## src/btpl_pkg.sv

```systemverilog
// Shared constants, payload types and node-memory types of the prefix lookup engine.
package btpl_pkg;

  localparam int NODE_COUNT = 4096;
  localparam int ADDR_BITS  = 32;

  localparam int NODE_W = $clog2(NODE_COUNT);
  localparam int USED_W = $clog2(NODE_COUNT + 1);
  localparam int LVL_W  = $clog2(ADDR_BITS + 1);
  localparam int BIT_W  = $clog2(ADDR_BITS);
  localparam int PORT_W = 8;
  localparam int LEN_W  = 6;

  localparam int APB_ADDR_W = 3;
  localparam int APB_DATA_W = 32;

  localparam logic REQ_INSERT = 1'b0;
  localparam logic REQ_LOOKUP = 1'b1;

  localparam logic [PORT_W-1:0] DEFAULT_PORT_RST = PORT_W'(255);

  // Word index of the default port register.
  localparam logic [APB_ADDR_W-3:0] REG_DEFAULT_PORT = '0;

  typedef struct packed {
    logic                 req_type;
    logic [ADDR_BITS-1:0] addr;
    logic [LEN_W-1:0]     prefix_len;
    logic [PORT_W-1:0]    port_in;
  } req_t;

  typedef struct packed {
    logic [PORT_W-1:0] port_out;
    logic              matched;
    logic              table_full;
  } rsp_t;

  typedef struct packed {
    logic [NODE_W-1:0] left_link;
    logic [NODE_W-1:0] right_link;
    logic              prefix_mark;
    logic [PORT_W-1:0] node_port;
  } node_ent_t;

  typedef struct packed {
    logic              rd_en;
    logic [NODE_W-1:0] rd_addr;
    logic              wr_en;
    logic [NODE_W-1:0] wr_addr;
    node_ent_t         wr_data;
  } mem_req_t;

endpackage

```

## src/btpl_cfg.sv

```systemverilog
// APB register block holding the default port.
module btpl_cfg (
  input  logic                                clk,
  input  logic                                rst_n,
  input  logic                                psel,
  input  logic                                penable,
  input  logic                                pwrite,
  input  logic [btpl_pkg::APB_ADDR_W-1:0]     paddr,
  input  logic [btpl_pkg::APB_DATA_W-1:0]     pwdata,
  output logic [btpl_pkg::APB_DATA_W-1:0]     prdata,
  output logic                                pready,
  output logic [btpl_pkg::PORT_W-1:0]         default_port
);

  logic [btpl_pkg::PORT_W-1:0] default_port_r;
  logic [btpl_pkg::PORT_W-1:0] default_port_nxt;
  logic                        hit_reg;

  assign hit_reg = (paddr[btpl_pkg::APB_ADDR_W-1:2] == btpl_pkg::REG_DEFAULT_PORT);

  always_comb begin
    default_port_nxt = default_port_r;
    if (psel && penable && pwrite && hit_reg) begin
      default_port_nxt = pwdata[btpl_pkg::PORT_W-1:0];
    end
  end

  always_ff @(posedge clk) begin
    if (!rst_n) begin
      default_port_r <= btpl_pkg::DEFAULT_PORT_RST;
    end else begin
      default_port_r <= default_port_nxt;
    end
  end

  assign prdata       = hit_reg ? btpl_pkg::APB_DATA_W'(default_port_r) : '0;
  assign pready       = 1'b1;
  assign default_port = default_port_r;

endmodule

```

## config.mk

```make
export PLATFORM = sky130hd
export DESIGN_NAME = btpl_cfg
export DESIGN_NICKNAME = d
export VERILOG_FILES = /design/src/btpl_pkg.sv /design/src/btpl_cfg.sv
export SDC_FILE = /design/constraint.sdc
export NUM_CORES = 1
export LEC_CHECK = 0
export BUFFER_PORTS_ARGS = -buffer_cell sky130_fd_sc_hd__buf_2
export CAP_MARGIN = 20
export CORE_UTILIZATION = 28
export DETAILED_ROUTE_END_ITERATION = 7
export MAX_ROUTING_LAYER = met4
export PLACE_DENSITY_LB_ADDON = 0.3
export SLEW_MARGIN = 40
export SYNTH_ARGS = -nofsm -noshare
export SYNTH_HDL_FRONTEND = slang
export SYNTH_SLANG_ARGS = --single-unit
```

## constraint.sdc

```tcl
create_clock -name clk -period 1.3 [get_ports clk]
set_clock_uncertainty 0.2 [all_clocks]
set_input_delay 0.325 -clock clk [delete_from_list [all_inputs] [get_ports clk]]
set_output_delay 0.325 -clock clk [all_outputs]
set_load 0.02 [all_outputs]
```

; ---- Yosys cells after proc, flatten, opt, wreduce, memory -nomap -nowiden
; Cells that the tools add are included.
[totals]
in_bits = 40
elab_cells = 6
regBits = 8
out_inout_bits = 41
[classes]
n_reduce_logical = 3
bitwise_logic = 1
muxes = 1
[op_table]
columns = operator, n
row1 = $mux 8, 1
row2 = $logic_and 1x1->1, 3
row3 = $not 1->1, 1

; ---- Logic depth before layout (Yosys ltp)
[depth]
word_depth = 3
mapped_depth = 3
mapped_depth_nobuf = 2

; ---- Worst setup path before layout
; Ideal clock, no wire load.
[synth_path]
path_kind = flip-flop to output port
from = reg default_port_r, in the netlist default_port[0]
to = out prdata[0] (netlist name)
path_buffers = 0
t_required_ns = 0.775
setup_slack_ns = 0.109
arrival_time_ns = 0.666
path_stages_with_launch = 2
cell_sequence = dfxtp_1 -> and2b_2
[synth_via]
elab_chain_len = 1
[synth_lines]
columns = item, line_no
row1 = from (decl), btpl_cfg.sv:15  ; logic [btpl_pkg::PORT_W-1:0] default_port_r;
row2 = from (signal assigned), btpl_cfg.sv:30  ; default_port_r <= btpl_pkg::DEFAULT_PORT_RST;
row3 = from (signal assigned), btpl_cfg.sv:32  ; default_port_r <= default_port_nxt;
row4 = $mux 8, btpl_cfg.sv:36  ; assign prdata = hit_reg ? btpl_pkg::APB_DATA_W'(default_port_r) : '0;
row5 = to (decl), btpl_cfg.sv:10  ; output logic [btpl_pkg::APB_DATA_W-1:0] prdata,
; Every way passes these cells.

; ---- Worst setup path after layout
[layout_path]
from = reg default_port_r, in the netlist default_port[4]
to = out prdata[4] (netlist name)
; Same word-level chain as after synthesis.

==> key figures <==
Status
  • Outcome: complete, but fails checks
  • Failing checks: negative setup slack

Detailed routing
  • TritonRoute pass-1 iters: 3
  • Routed via count: 484
  • DRT iter0 DRCs: 4
  • Routed WL: between 1000 and 1500 µm
  • Wire length per cell: between 8 and 9 µm
  • Post-DRT Antenna Nets: 0
  • Remaining routing DRC violations: 0
  • Via-to-Cell Ratio: between 3 and 4

Worst hold path
  • Worst Min Path Start: pwdata[4]
  • Hold Crit Class: in2reg

Placement
  • I/O Buffers: 29
  • DP Area: approximately 710 µm²
  • HPWL after DPL: 838.5 µm
  • GPL Wtd Cong: approximately 0.58

Global route
  • Initial antenna violation count: 0
  • Largest net degree at the start of global routing: 17
  • Global-route wire length before repair: roughly 1900 µm
  • Vias in the first global route: 443
  • Total GRT Usage: 11.02%
  • Total congestion overflow: 0

Power
  • Int Pwr: 441.9 µW
  • P per Cell Area: around 750 nW/µm²
  • Seq pwr share: 39.1%
  • Final Total Pwr: around 650 µW
  • Net Sw Frac: 32.44%
  • Leakage dissipation: 0.0004094 µW
  • Worst vdd rail ir drop: around 460 µV
  • Logic pwr share: 32.5%
  • Clock network power share: between 20 and 30%
  • Sw power: roughly 210 µW

Critical path
  • CP max-delay cell: dfxtp_2
  • Critical Setup Path Class: reg2out
  • CP Max Fanout: 3
  • Worst path arrival time: slightly below 0.9 ns
  • Crit start category: register
  • Reg2Reg Setup Slack: 0.39 ns
  • Crit-path leading delay family: flip-flops
  • Setup crit end kind: output port
  • CP cell instances: and2b_2, buf_6
  • CP max stage delay: about 0.32 ns
  • Reg2reg start: default_port[3]
  • Worst setup path startpoint: default_port[4]
  • Buf+Inv Stages, Crit Path: 1
  • WP data required: roughly 0.77 ns

Synth
  • Top-count cell post-synth: buf_4
  • Top cell types by occurrence after synthesis: 25 x buf_4, 16 x nor2b_1, 8 x and2b_2, 8 x dfxtp_1, 8 x mux2i_1
  • Mapped Avg Cell Area: roughly 9.0 µm²
  • Post-synth EDFFs: 0
  • Post-Syn Area: between 600 and 700 µm²
  • Top cells by area, synth: buf_4 30%, dfxtp_1 25%, nor2b_1 16%
  • Mapped Cells: 70
  • Synth Register Bits: 8
  • Asr flop ratio synth: 0%
  • Sequential-to-total area share from yosys stat: between 20 and 30%
  • Top FF cell, synth: dfxtp_1
  • Synth area leader: buf_4
  • Post-synth top area share: ~30%
  • Synth warn: 0
  • Post-synth cell types: 9

CTS
  • Total CTS buffers: 3
  • Root Buffer: clkbuf_4
  • CTS H-tree lvls: 1
  • TritonCTS clock tree: yes
  • CTS Buffer Depth: 2
  • Clk Latency, worst-skew pair: around 0.25 ns
  • Clock-pin slew on the worst setup and hold paths: around 0.05 ns
  • Clk sinks: 8

Cells and area
  • Fill cell count: approximately 210
  • Area of the multi-input gates: 354.1 µm²
  • Share of cells above drive strength 1: between 50% and 60%
  • Final nets: 147
  • Post-route cell area: between 800 and 900 µm²
  • Max FFs per register: 8
  • N_diodes: 0
  • Area Overhead vs Synth: 38.49%
  • FF+latch area: roughly 170 µm²

Die
  • Initial Util: a little under a third
  • Core region area: just over 2000 µm²
  • Die Ht: slightly below 50 µm
  • Die Wd: 49.46 µm
  • # rows: 16
  • Die ar.: 2446 µm²
  • Num ports: between 80 and 90

Timing
  • Final worst setup slack: -0.1112 ns
  • Final setup violating endpoints: 12
  • Crit path time final: between 1 and 1.5 ns
  • Hold Fails Final Rpt: 0
  • RSZ-0062 raised after global routing: true
  • Fmax: just over 700 MHz
  • Final worst-path cycle share: 108.6%
  • Final-report max-slew violation count: 0

Run
  • # Max-Cap Violations: 0
-- layout by cell type (no fill, tap or decap) --
cell type / instances
buf_2: 15
mux2i_1: 8
conb_1: 25
clkbuf_4: 3
and4b_1: 1
buf_6: 16
dfxtp_2: 8
and2b_2: 8
buf_4: 5
nor2b_1: 16
-- stage by stage --
stage,cells,TNS (ns),setup WS [ns],utilization (%),hold WS (ns)
CTS,132,-1.087,-0.1233,42.52,0.1230
detailed placement,124,-1.567,-0.1165,34.68,0.3233
global route,132,-1.436,-0.1557,42.77,0.1330
finish,132,-0.9282,-0.1112,42.77,0.1292
floorplan,93,0,0.1085,-,0.2914
global placement,124,-1.387,-0.1133,34.68,0.3081
-- routing by layer --
layer  wire length [µm]  GRT usage, %  up-vias  part of all wire (%)
met4                  0         1.429        0                     0
met1                473         11.80      205                    41
met2                543         18.26       40                    47
li1                   -             -      239                     -
met3                136         6.173        0                    12
met5                  0             -        -                     0
-- final timing paths --
check,to,cells after the start
setup / recovery,prdata[4],2
hold / removal,default_port[4],3
setup reg to reg,default_port[3],3
hold reg to reg,default_port[0],2
-- worst min-delay path, stage by stage --
cell and delay, ns:
buf_2 0.07, nor2b_1 0.03, mux2i_1 0.11
-- final cells by class --
cell class	count	area share (%)
multi-input combinational	58	40.54
timing repair buffer	36	33.52
sequential	8	19.48
tap	27	3.868
clock buffer	3	2.579
-- power by group through the flow --
stage | clock network, µW | registers, µW | logic [µW]
floorplan | 0 | 266 | 183
global placement | 0 | 259 | 177
detailed placement | 0 | 260 | 178
CTS | 201 | 255 | 211
global route | 223 | 256 | 227
finish | 186 | 256 | 212
-- repair_timing --
action	CTS	global route
gates resized for setup	36	2
buffers inserted	5	0
pin swaps	0	0
setup endpoints to repair	13	15
endpoints found under the hold margin	0	0
hold buffers	0	0
-- kinds of logic after synthesis --
group                  Yosys count  share of synthesized area, %
DFF                              8                         25.40
muxes                            8                         12.70
and+or+nand+nor                 25                         28.57
buffers and inverters           27                         32.14
other                            2                         1.191
Note: power is estimated with default switching activity, not from simulation.
