===== src/btpl_pkg.sv =====
// Shared constants, payload types and node-memory types of the prefix lookup engine.
package btpl_pkg;

  localparam int NODE_COUNT = 4096;
  localparam int ADDR_BITS  = 32;

  localparam int NODE_W = $clog2(NODE_COUNT);
  localparam int USED_W = $clog2(NODE_COUNT + 1);
  localparam int LVL_W  = $clog2(ADDR_BITS + 1);
  localparam int BIT_W  = $clog2(ADDR_BITS);
  localparam int PORT_W = 8;
  localparam int LEN_W  = 6;

  localparam int APB_ADDR_W = 3;
  localparam int APB_DATA_W = 32;

  localparam logic REQ_INSERT = 1'b0;
  localparam logic REQ_LOOKUP = 1'b1;

  localparam logic [PORT_W-1:0] DEFAULT_PORT_RST = PORT_W'(255);

  // Word index of the default port register.
  localparam logic [APB_ADDR_W-3:0] REG_DEFAULT_PORT = '0;

  typedef struct packed {
    logic                 req_type;
    logic [ADDR_BITS-1:0] addr;
    logic [LEN_W-1:0]     prefix_len;
    logic [PORT_W-1:0]    port_in;
  } req_t;

  typedef struct packed {
    logic [PORT_W-1:0] port_out;
    logic              matched;
    logic              table_full;
  } rsp_t;

  typedef struct packed {
    logic [NODE_W-1:0] left_link;
    logic [NODE_W-1:0] right_link;
    logic              prefix_mark;
    logic [PORT_W-1:0] node_port;
  } node_ent_t;

  typedef struct packed {
    logic              rd_en;
    logic [NODE_W-1:0] rd_addr;
    logic              wr_en;
    logic [NODE_W-1:0] wr_addr;
    node_ent_t         wr_data;
  } mem_req_t;

endpackage


===== src/btpl_walker.sv =====
// Trie walk sequencer: descends one level per cycle, allocates nodes and forms results.
module btpl_walker (
  input  logic                          clk,
  input  logic                          rst_n,
  input  logic                          start,
  input  btpl_pkg::req_t                in_item,
  input  logic [btpl_pkg::PORT_W-1:0]   default_port,
  output logic                          busy,
  output btpl_pkg::mem_req_t            mem_req,
  input  btpl_pkg::node_ent_t           mem_rd_data,
  output logic                          out_valid,
  output btpl_pkg::rsp_t                out_item
);

  typedef enum logic [2:0] {
    ST_IDLE = 3'b001,
    ST_WALK = 3'b010,
    ST_GROW = 3'b100
  } state_t;

  state_t                          state_r, state_nxt;
  logic                            lookup_r, lookup_nxt;
  logic [btpl_pkg::ADDR_BITS-1:0]  addr_r, addr_nxt;
  logic [btpl_pkg::LVL_W-1:0]      len_r, len_nxt;
  logic [btpl_pkg::PORT_W-1:0]     port_r, port_nxt;
  logic [btpl_pkg::NODE_W-1:0]     node_r, node_nxt;
  logic [btpl_pkg::LVL_W-1:0]      lvl_r, lvl_nxt;
  logic                            hit_r, hit_nxt;
  logic [btpl_pkg::PORT_W-1:0]     best_r, best_nxt;
  logic [btpl_pkg::USED_W-1:0]     used_r, used_nxt;
  btpl_pkg::node_ent_t             root_r, root_nxt;
  logic                            out_valid_r, out_valid_nxt;
  btpl_pkg::rsp_t                  out_item_r, out_item_nxt;

  btpl_pkg::node_ent_t             ent;
  btpl_pkg::node_ent_t             upd;
  btpl_pkg::node_ent_t             grow_ent;
  logic [btpl_pkg::BIT_W-1:0]      bit_sel;
  logic                            dir;
  logic [btpl_pkg::NODE_W-1:0]     child;
  logic [btpl_pkg::LVL_W-1:0]      need;
  logic [btpl_pkg::USED_W-1:0]     avail;
  logic                            full;
  logic                            hit_now;
  logic [btpl_pkg::PORT_W-1:0]     best_now;
  logic [btpl_pkg::NODE_W-1:0]     fresh;
  logic [btpl_pkg::LVL_W-1:0]      len_sat;

  always_comb begin
    // The root lives in flip-flops; every other node comes from the memory read.
    ent      = (node_r == '0) ? root_r : mem_rd_data;
    bit_sel  = btpl_pkg::BIT_W'(btpl_pkg::ADDR_BITS - 1) - lvl_r[btpl_pkg::BIT_W-1:0];
    dir      = addr_r[bit_sel];
    child    = dir ? ent.right_link : ent.left_link;
    need     = len_r - lvl_r;
    avail    = btpl_pkg::USED_W'(btpl_pkg::NODE_COUNT) - used_r;
    full     = (btpl_pkg::USED_W'(need) > avail);
    hit_now  = hit_r | ent.prefix_mark;
    best_now = ent.prefix_mark ? ent.node_port : best_r;
    fresh    = used_r[btpl_pkg::NODE_W-1:0];
    len_sat  = (in_item.prefix_len > btpl_pkg::LEN_W'(btpl_pkg::ADDR_BITS)) ?
               btpl_pkg::LVL_W'(btpl_pkg::ADDR_BITS) :
               btpl_pkg::LVL_W'(in_item.prefix_len);

    state_nxt     = state_r;
    lookup_nxt    = lookup_r;
    addr_nxt      = addr_r;
    len_nxt       = len_r;
    port_nxt      = port_r;
    node_nxt      = node_r;
    lvl_nxt       = lvl_r;
    hit_nxt       = hit_r;
    best_nxt      = best_r;
    used_nxt      = used_r;
    root_nxt      = root_r;
    out_valid_nxt = 1'b0;
    out_item_nxt  = out_item_r;
    mem_req       = '0;
    upd           = ent;
    grow_ent      = '0;

    unique case (state_r)
      ST_IDLE: begin
        if (start) begin
          lookup_nxt = (in_item.req_type == btpl_pkg::REQ_LOOKUP);
          addr_nxt   = in_item.addr;
          len_nxt    = len_sat;
          port_nxt   = in_item.port_in;
          node_nxt   = '0;
          lvl_nxt    = '0;
          hit_nxt    = 1'b0;
          best_nxt   = '0;
          state_nxt  = ST_WALK;
        end
      end

      ST_WALK: begin
        if (lookup_r) begin
          hit_nxt  = hit_now;
          best_nxt = best_now;
          if (lvl_r == btpl_pkg::LVL_W'(btpl_pkg::ADDR_BITS) || child == '0) begin
            out_valid_nxt           = 1'b1;
            out_item_nxt.port_out   = hit_now ? best_now : default_port;
            out_item_nxt.matched    = hit_now;
            out_item_nxt.table_full = 1'b0;
            state_nxt               = ST_IDLE;
          end else begin
            mem_req.rd_en   = 1'b1;
            mem_req.rd_addr = child;
            node_nxt        = child;
            lvl_nxt         = lvl_r + btpl_pkg::LVL_W'(1);
          end
        end else if (lvl_r < len_r && child != '0) begin
          mem_req.rd_en   = 1'b1;
          mem_req.rd_addr = child;
          node_nxt        = child;
          lvl_nxt         = lvl_r + btpl_pkg::LVL_W'(1);
        end else begin
          out_item_nxt = '0;
          if (full) begin
            out_item_nxt.table_full = 1'b1;
            out_valid_nxt           = 1'b1;
            state_nxt               = ST_IDLE;
          end else begin
            if (need == '0) begin
              upd.prefix_mark = 1'b1;
              upd.node_port   = port_r;
              out_valid_nxt   = 1'b1;
              state_nxt       = ST_IDLE;
            end else begin
              // Hook the first fresh node under the deepest existing node.
              if (dir) begin
                upd.right_link = fresh;
              end else begin
                upd.left_link = fresh;
              end
              lvl_nxt   = lvl_r + btpl_pkg::LVL_W'(1);
              state_nxt = ST_GROW;
            end
            if (node_r == '0) begin
              root_nxt = upd;
            end else begin
              mem_req.wr_en   = 1'b1;
              mem_req.wr_addr = node_r;
              mem_req.wr_data = upd;
            end
          end
        end
      end

      ST_GROW: begin
        // Each fresh node is written whole: linked to the next, or marked if last.
        if (lvl_r == len_r) begin
          grow_ent.prefix_mark = 1'b1;
          grow_ent.node_port   = port_r;
          out_item_nxt         = '0;
          out_valid_nxt        = 1'b1;
          state_nxt            = ST_IDLE;
        end else if (dir) begin
          grow_ent.right_link = fresh + btpl_pkg::NODE_W'(1);
        end else begin
          grow_ent.left_link = fresh + btpl_pkg::NODE_W'(1);
        end
        mem_req.wr_en   = 1'b1;
        mem_req.wr_addr = fresh;
        mem_req.wr_data = grow_ent;
        used_nxt        = used_r + btpl_pkg::USED_W'(1);
        lvl_nxt         = lvl_r + btpl_pkg::LVL_W'(1);
      end

      default: begin
        state_nxt = ST_IDLE;
      end
    endcase
  end

  always_ff @(posedge clk) begin
    if (!rst_n) begin
      state_r     <= ST_IDLE;
      used_r      <= btpl_pkg::USED_W'(1);
      root_r      <= '0;
      out_valid_r <= 1'b0;
    end else begin
      state_r     <= state_nxt;
      used_r      <= used_nxt;
      root_r      <= root_nxt;
      out_valid_r <= out_valid_nxt;
    end
  end

  always_ff @(posedge clk) begin
    lookup_r   <= lookup_nxt;
    addr_r     <= addr_nxt;
    len_r      <= len_nxt;
    port_r     <= port_nxt;
    node_r     <= node_nxt;
    lvl_r      <= lvl_nxt;
    hit_r      <= hit_nxt;
    best_r     <= best_nxt;
    out_item_r <= out_item_nxt;
  end

  assign busy      = (state_r != ST_IDLE);
  assign out_valid = out_valid_r;
  assign out_item  = out_item_r;

endmodule


===== config.mk =====
export PLATFORM = sky130hd
export DESIGN_NAME = btpl_walker
export DESIGN_NICKNAME = d
export VERILOG_FILES = /design/src/btpl_pkg.sv /design/src/btpl_walker.sv
export SDC_FILE = /design/constraint.sdc
export NUM_CORES = 1
export LEC_CHECK = 0
export BUFFER_PORTS_ARGS = -buffer_cell sky130_fd_sc_hd__buf_2
export CAP_MARGIN = 40
export CORE_MARGIN = 5
export CORE_UTILIZATION = 45
export DETAILED_ROUTE_END_ITERATION = 8
export GPL_ROUTABILITY_DRIVEN = 0
export PLACE_DENSITY = 0.69
export REMOVE_ABC_BUFFERS = 1
export SLEW_MARGIN = 20
export SYNTH_ARGS = -nofsm -noshare
export SYNTH_HDL_FRONTEND = slang
export SYNTH_SLANG_ARGS = --single-unit

===== constraint.sdc =====
create_clock -name clk -period 8.25 [get_ports clk]
set_clock_uncertainty 0.1 [all_clocks]
set_input_delay 0.825 -clock clk [delete_from_list [all_inputs] [get_ports clk]]
set_output_delay 0.825 -clock clk [all_outputs]
set_load 0.01 [all_outputs]

* Word-level counts from Yosys, hierarchy flattened *
Index checks and enable logic that the tools add are counted.

cells by class
  add/subtract/negate cells = 6
  multiply operators = 0
  div/mod/pow operators = 0
  $lt $le $gt $ge = 4
  eq/ne operators = 15
  shift-type cells = 0
  muxes and demuxes = 62
  bitwise gates (word level) = 4
  reduce and logical (&&, ||, !) cells = 16

operator list
  cell                      count
  $mux W46                  4
  $mux W12                  9
  $pmux W46 S2              1
  $mux W13                  4
  $mux W24                  2
  $mux W10                  4
  $mux W6                   6
  $mux W33                  1
  $mux W8                   4
  $logic_not A12 Y1         2
  $pmux W12 S2              1
  $mux W3                   7
  $pmux W10 S2              1
  $mux W9                   2
  $pmux W6 S3               1
  $pmux W8 S2               1
  $add A13 B1 Y13 const B   1
  $gt A6 B13 Y1             1
  $sub A13 B13 Y13 const A  1
  $add A12 B1 Y12 const B   1
  $ne A3 B3 Y1 const B      4
  $reduce_and A4 Y1         3
  $reduce_bool A12 Y1       1
  $mux W1                   10
  27 further kinds          35

storage, ports and cells
  register bits after elaboration = 134
  bits in latches = 0
  bits in writable memories = 0
  ROM bits = 0
  logic and storage cells = 125
  memories = 0

* Depth between registers and ports, before layout *
  depth in word-level cells = 10
  gate-level depth with buffers = 17
  gate-level depth less buffers = 16

* Least setup slack after synthesis *
OpenSTA, ideal clock, no wires.

  path type = flip-flop to output port
  start point = reg lvl_r[3] (netlist name)
  end point = out mem_req[11] (netlist name)
  data arrival time = 3.477 ns
  data required time = 7.325 ns
  setup slack = 3.848 ns
  cell stages (with the launch flop) = 15
  path buffers = 2
  cell sequence = edfxtp_1 > clkbuf_1 > inv_1 > ha_1 > o21ai_0 > a21o_1 > a211oi_1 > inv_1 > ha_1 > or3_1 > o211ai_1 > and2_4 > nand3_2 > buf_4 > o22ai_1

RTL lines
  element                 line                RTL
  from (decl)             btpl_walker.sv:27   logic [btpl_pkg::LVL_W-1:0] lvl_r, lvl_nxt;
  from (signal assigned)  btpl_walker.sv:197  lvl_r <= lvl_nxt;
  to (decl)               btpl_walker.sv:9    output btpl_pkg::mem_req_t mem_req,

==> qor.yml <==
cts-root-buf: "clkbuf_16"
irDropWorstVdd_uv: 136
dp_hpwl_um: 16700
synth_cell_types: 66
drt_iter0_drc: 570
cts-htree-levels: 4
viasPerCell: 5.85
grt_antenna_before_repair: 1
drt-wirelength-per-cell_um: 19.7
hold_class: "reg -> reg"
met2_usage_pct: 36.2
relSlewSlack_pct: 40.9
grtUsageTotal_pct: 22.6
leakage_uw: 0.00403
period_needed_ns: 5.68
area_growth_pct: 19.8
power.density_nw_per_um2: 199
start_kind: "register"
cts_hold_buffers: 0
first_pass_iters: 5
path_max_fanout: 26
die_h_um: 143
cp.required_ns: 7.32
fp.coreArea_sq_um: 17300
yosys_register_bits: 134
overflow: 0
cts_setup_buffers: 0
final.setup.tns_ns: 0
setup_ws_ns: 2.57
period_share_pct: 68.8
num_vias: 6888
fin_nets: 1048
use_met3_pct: 5.69
multiInputGateArea_sq_um: 4080
ys_async_sr_fraction_pct: 0
fillers: 1565
fmax_mhz: 176
use_met1_pct: 29.0
finalHoldViolCount: 0
pre_cts_slack_ns: 3.05
syn_inst: 805
post_synth.cell_area_avg_sq_um: 9.85
die_area_sq_um: 20400
grt_busiest_layer: "met2"
cap_violations: 0
status: "completed"
grt_pass1_vias: 6675
tightest_slew_ns: 0.879
port-buffer-count: 161
clock-sinks: 134
yosysWarningCount: 0
ys_dominant_reg_cell: "edfxtp_1"
drive_gt1_share_pct: 24.2
ios: 162
reg2regPathDepth: 12
fp.dieW_um: 143
cts_buffers: 17
regArea_sq_um: 3520
synth_edf_count: 84
clock_latency_ns: 0.42
final_max_slew_viol_count: 0
setup.worst_path.class: "reg -> out"
grt_pass1_wl_um: 35900
clk_path_buf_depth: 2
rsz0062_at_grt: "no"
whs_path_depth: 2
grt_max_degree: 81
antenna_cells: 0
ant_nets: 0
setup_viol: 0
seq_area_frac_synth_pct: 44.4
drc_errors: 0
crit_arrival_ns: 4.75
synth_area_sq_um: 7930
cp-end-kind: "output pin"
wirelength_um: 23200
cts-resized-gates: 0
num_rows: 48
cts_tree: "done"
start_util_pct: 45.9
clk_pin_slew_ns: 0.06
-- stage by stage --
step / total power [uW] / cells / utilization [%] / cell area (sq um) / hold WS [ns]
after global routing: 1970 / 1177 / 54.9 / 9500 / 0.384
after detailed placement: 1180 / 1143 / 51.4 / 8900 / 0.356
after floorplan: 1040 / 745 / - / 7680 / 0.334
final: 1890 / 1177 / 54.9 / 9500 / 0.360
after global placement: 1180 / 1140 / 51.2 / 8850 / 0.343
after CTS: 1890 / 1174 / 54.6 / 9450 / 0.364
-- area by class of cell --
type / instances / share of cell area, %
multi-input cells: 585 / 42.9
flip-flops and latches: 134 / 37.1
repair buffers: 176 / 10.2
clock buffers: 17 / 4.48
well taps: 225 / 2.96
clock inverters: 14 / 1.34
inverters: 26 / 1.03
-- Yosys cell counts, drive strengths merged (6+ instances only) --
| library cell | n | area, sq um |
|---|---|---|
| o21a | 6 | 45.0 |
| a22o | 12 | 105 |
| and2 | 31 | 196 |
| clkbuf | 47 | 176 |
| dfxtp | 50 | 1000 |
| xor2 | 11 | 96.3 |
| xnor2 | 19 | 166 |
| inv | 26 | 97.6 |
| nor2 | 38 | 145 |
| mux2i | 76 | 761 |
| ha | 16 | 200 |
| nor4 | 17 | 106 |
| nor2b | 28 | 175 |
| o21ai | 58 | 290 |
| edfxtp | 84 | 2520 |
| a211oi | 12 | 90.1 |
| nand3 | 22 | 115 |
| buf | 13 | 77.6 |
| nand4 | 6 | 37.5 |
| o22ai | 32 | 200 |
| mux4 | 8 | 180 |
| o211ai | 24 | 180 |
| nand2 | 86 | 323 |
| nor3 | 11 | 55.1 |
-- metal layers --
layer  wire length (um)  up-vias
li1                   -     3246
met1               9620     3261
met2              10800      325
met3               1980       54
met4                748        2
met5                  7        -
-- where the power goes --
| part | switching, uW | leakage, uW | internal, uW | total, uW |
|---|---|---|---|---|
| combinational | 243 | 0.00256 | 147 | 390 |
| clock | 295 | 0.000252 | 414 | 708 |
| sequential | 26.6 | 0.00121 | 763 | 789 |
-- logic make-up after synthesis --
logic type	Yosys count	share of synthesized area, %
and+or+nand+nor	272	17.6
xor gates and xnor gates	30	3.31
buffers and inverters	86	4.43
DFF	134	44.4
muxes	87	12.3
AOI/OAI and AO/OA	179	15.2
adders and majority gates	17	2.78
-- critical path, cell delays in order, from the launching register on --
cell and delay [ns]:
edfxtp_1 0.60, inv_1 0.16, ha_1 0.44, o21ai_0 0.16, a21o_1 0.17, a211oi_1 0.31, inv_1 0.08, ha_1 0.22
or3_1 0.40, o211ai_1 0.41, and2_4 0.26, nand3_2 0.49, o22ai_1 0.42, buf_2 0.20
-- cells in the final DEF, fill, tap and decap left out, drive strengths merged, types with 6 or more instances in the layout --
cell	count
mux4	8
inv	29
ha	16
clkinvlp	6
o211ai	24
a22o	12
xnor2	19
nand3	22
nand2	86
o22ai	32
o21ai	58
xor2	11
and2	31
nor2b	28
mux2i	76
nor4	17
buf	176
edfxtp	84
a211oi	12
nand4	6
nor2	38
o21a	6
nor3	11
clkbuf	17
dfxtp	50
-- state kept, by name (all words and copies together), names as in the netlist, 8 cells and up --
register  flops
addr_r       32
best_r        8
node_r       12
out_item     10
port_r        8
root_r       33
used_r       13
-- final timing paths --
check	from	end	slack, ns
setup reg to reg	lvl_r[3]	lvl_r[5]	4.04
hold reg to reg	root_r[2]	root_r[2]	0.36
setup / recovery	lvl_r[3]	mem_req[14]	2.57
hold / removal	root_r[2]	root_r[2]	0.36
Power figures use the tool's default switching activity.
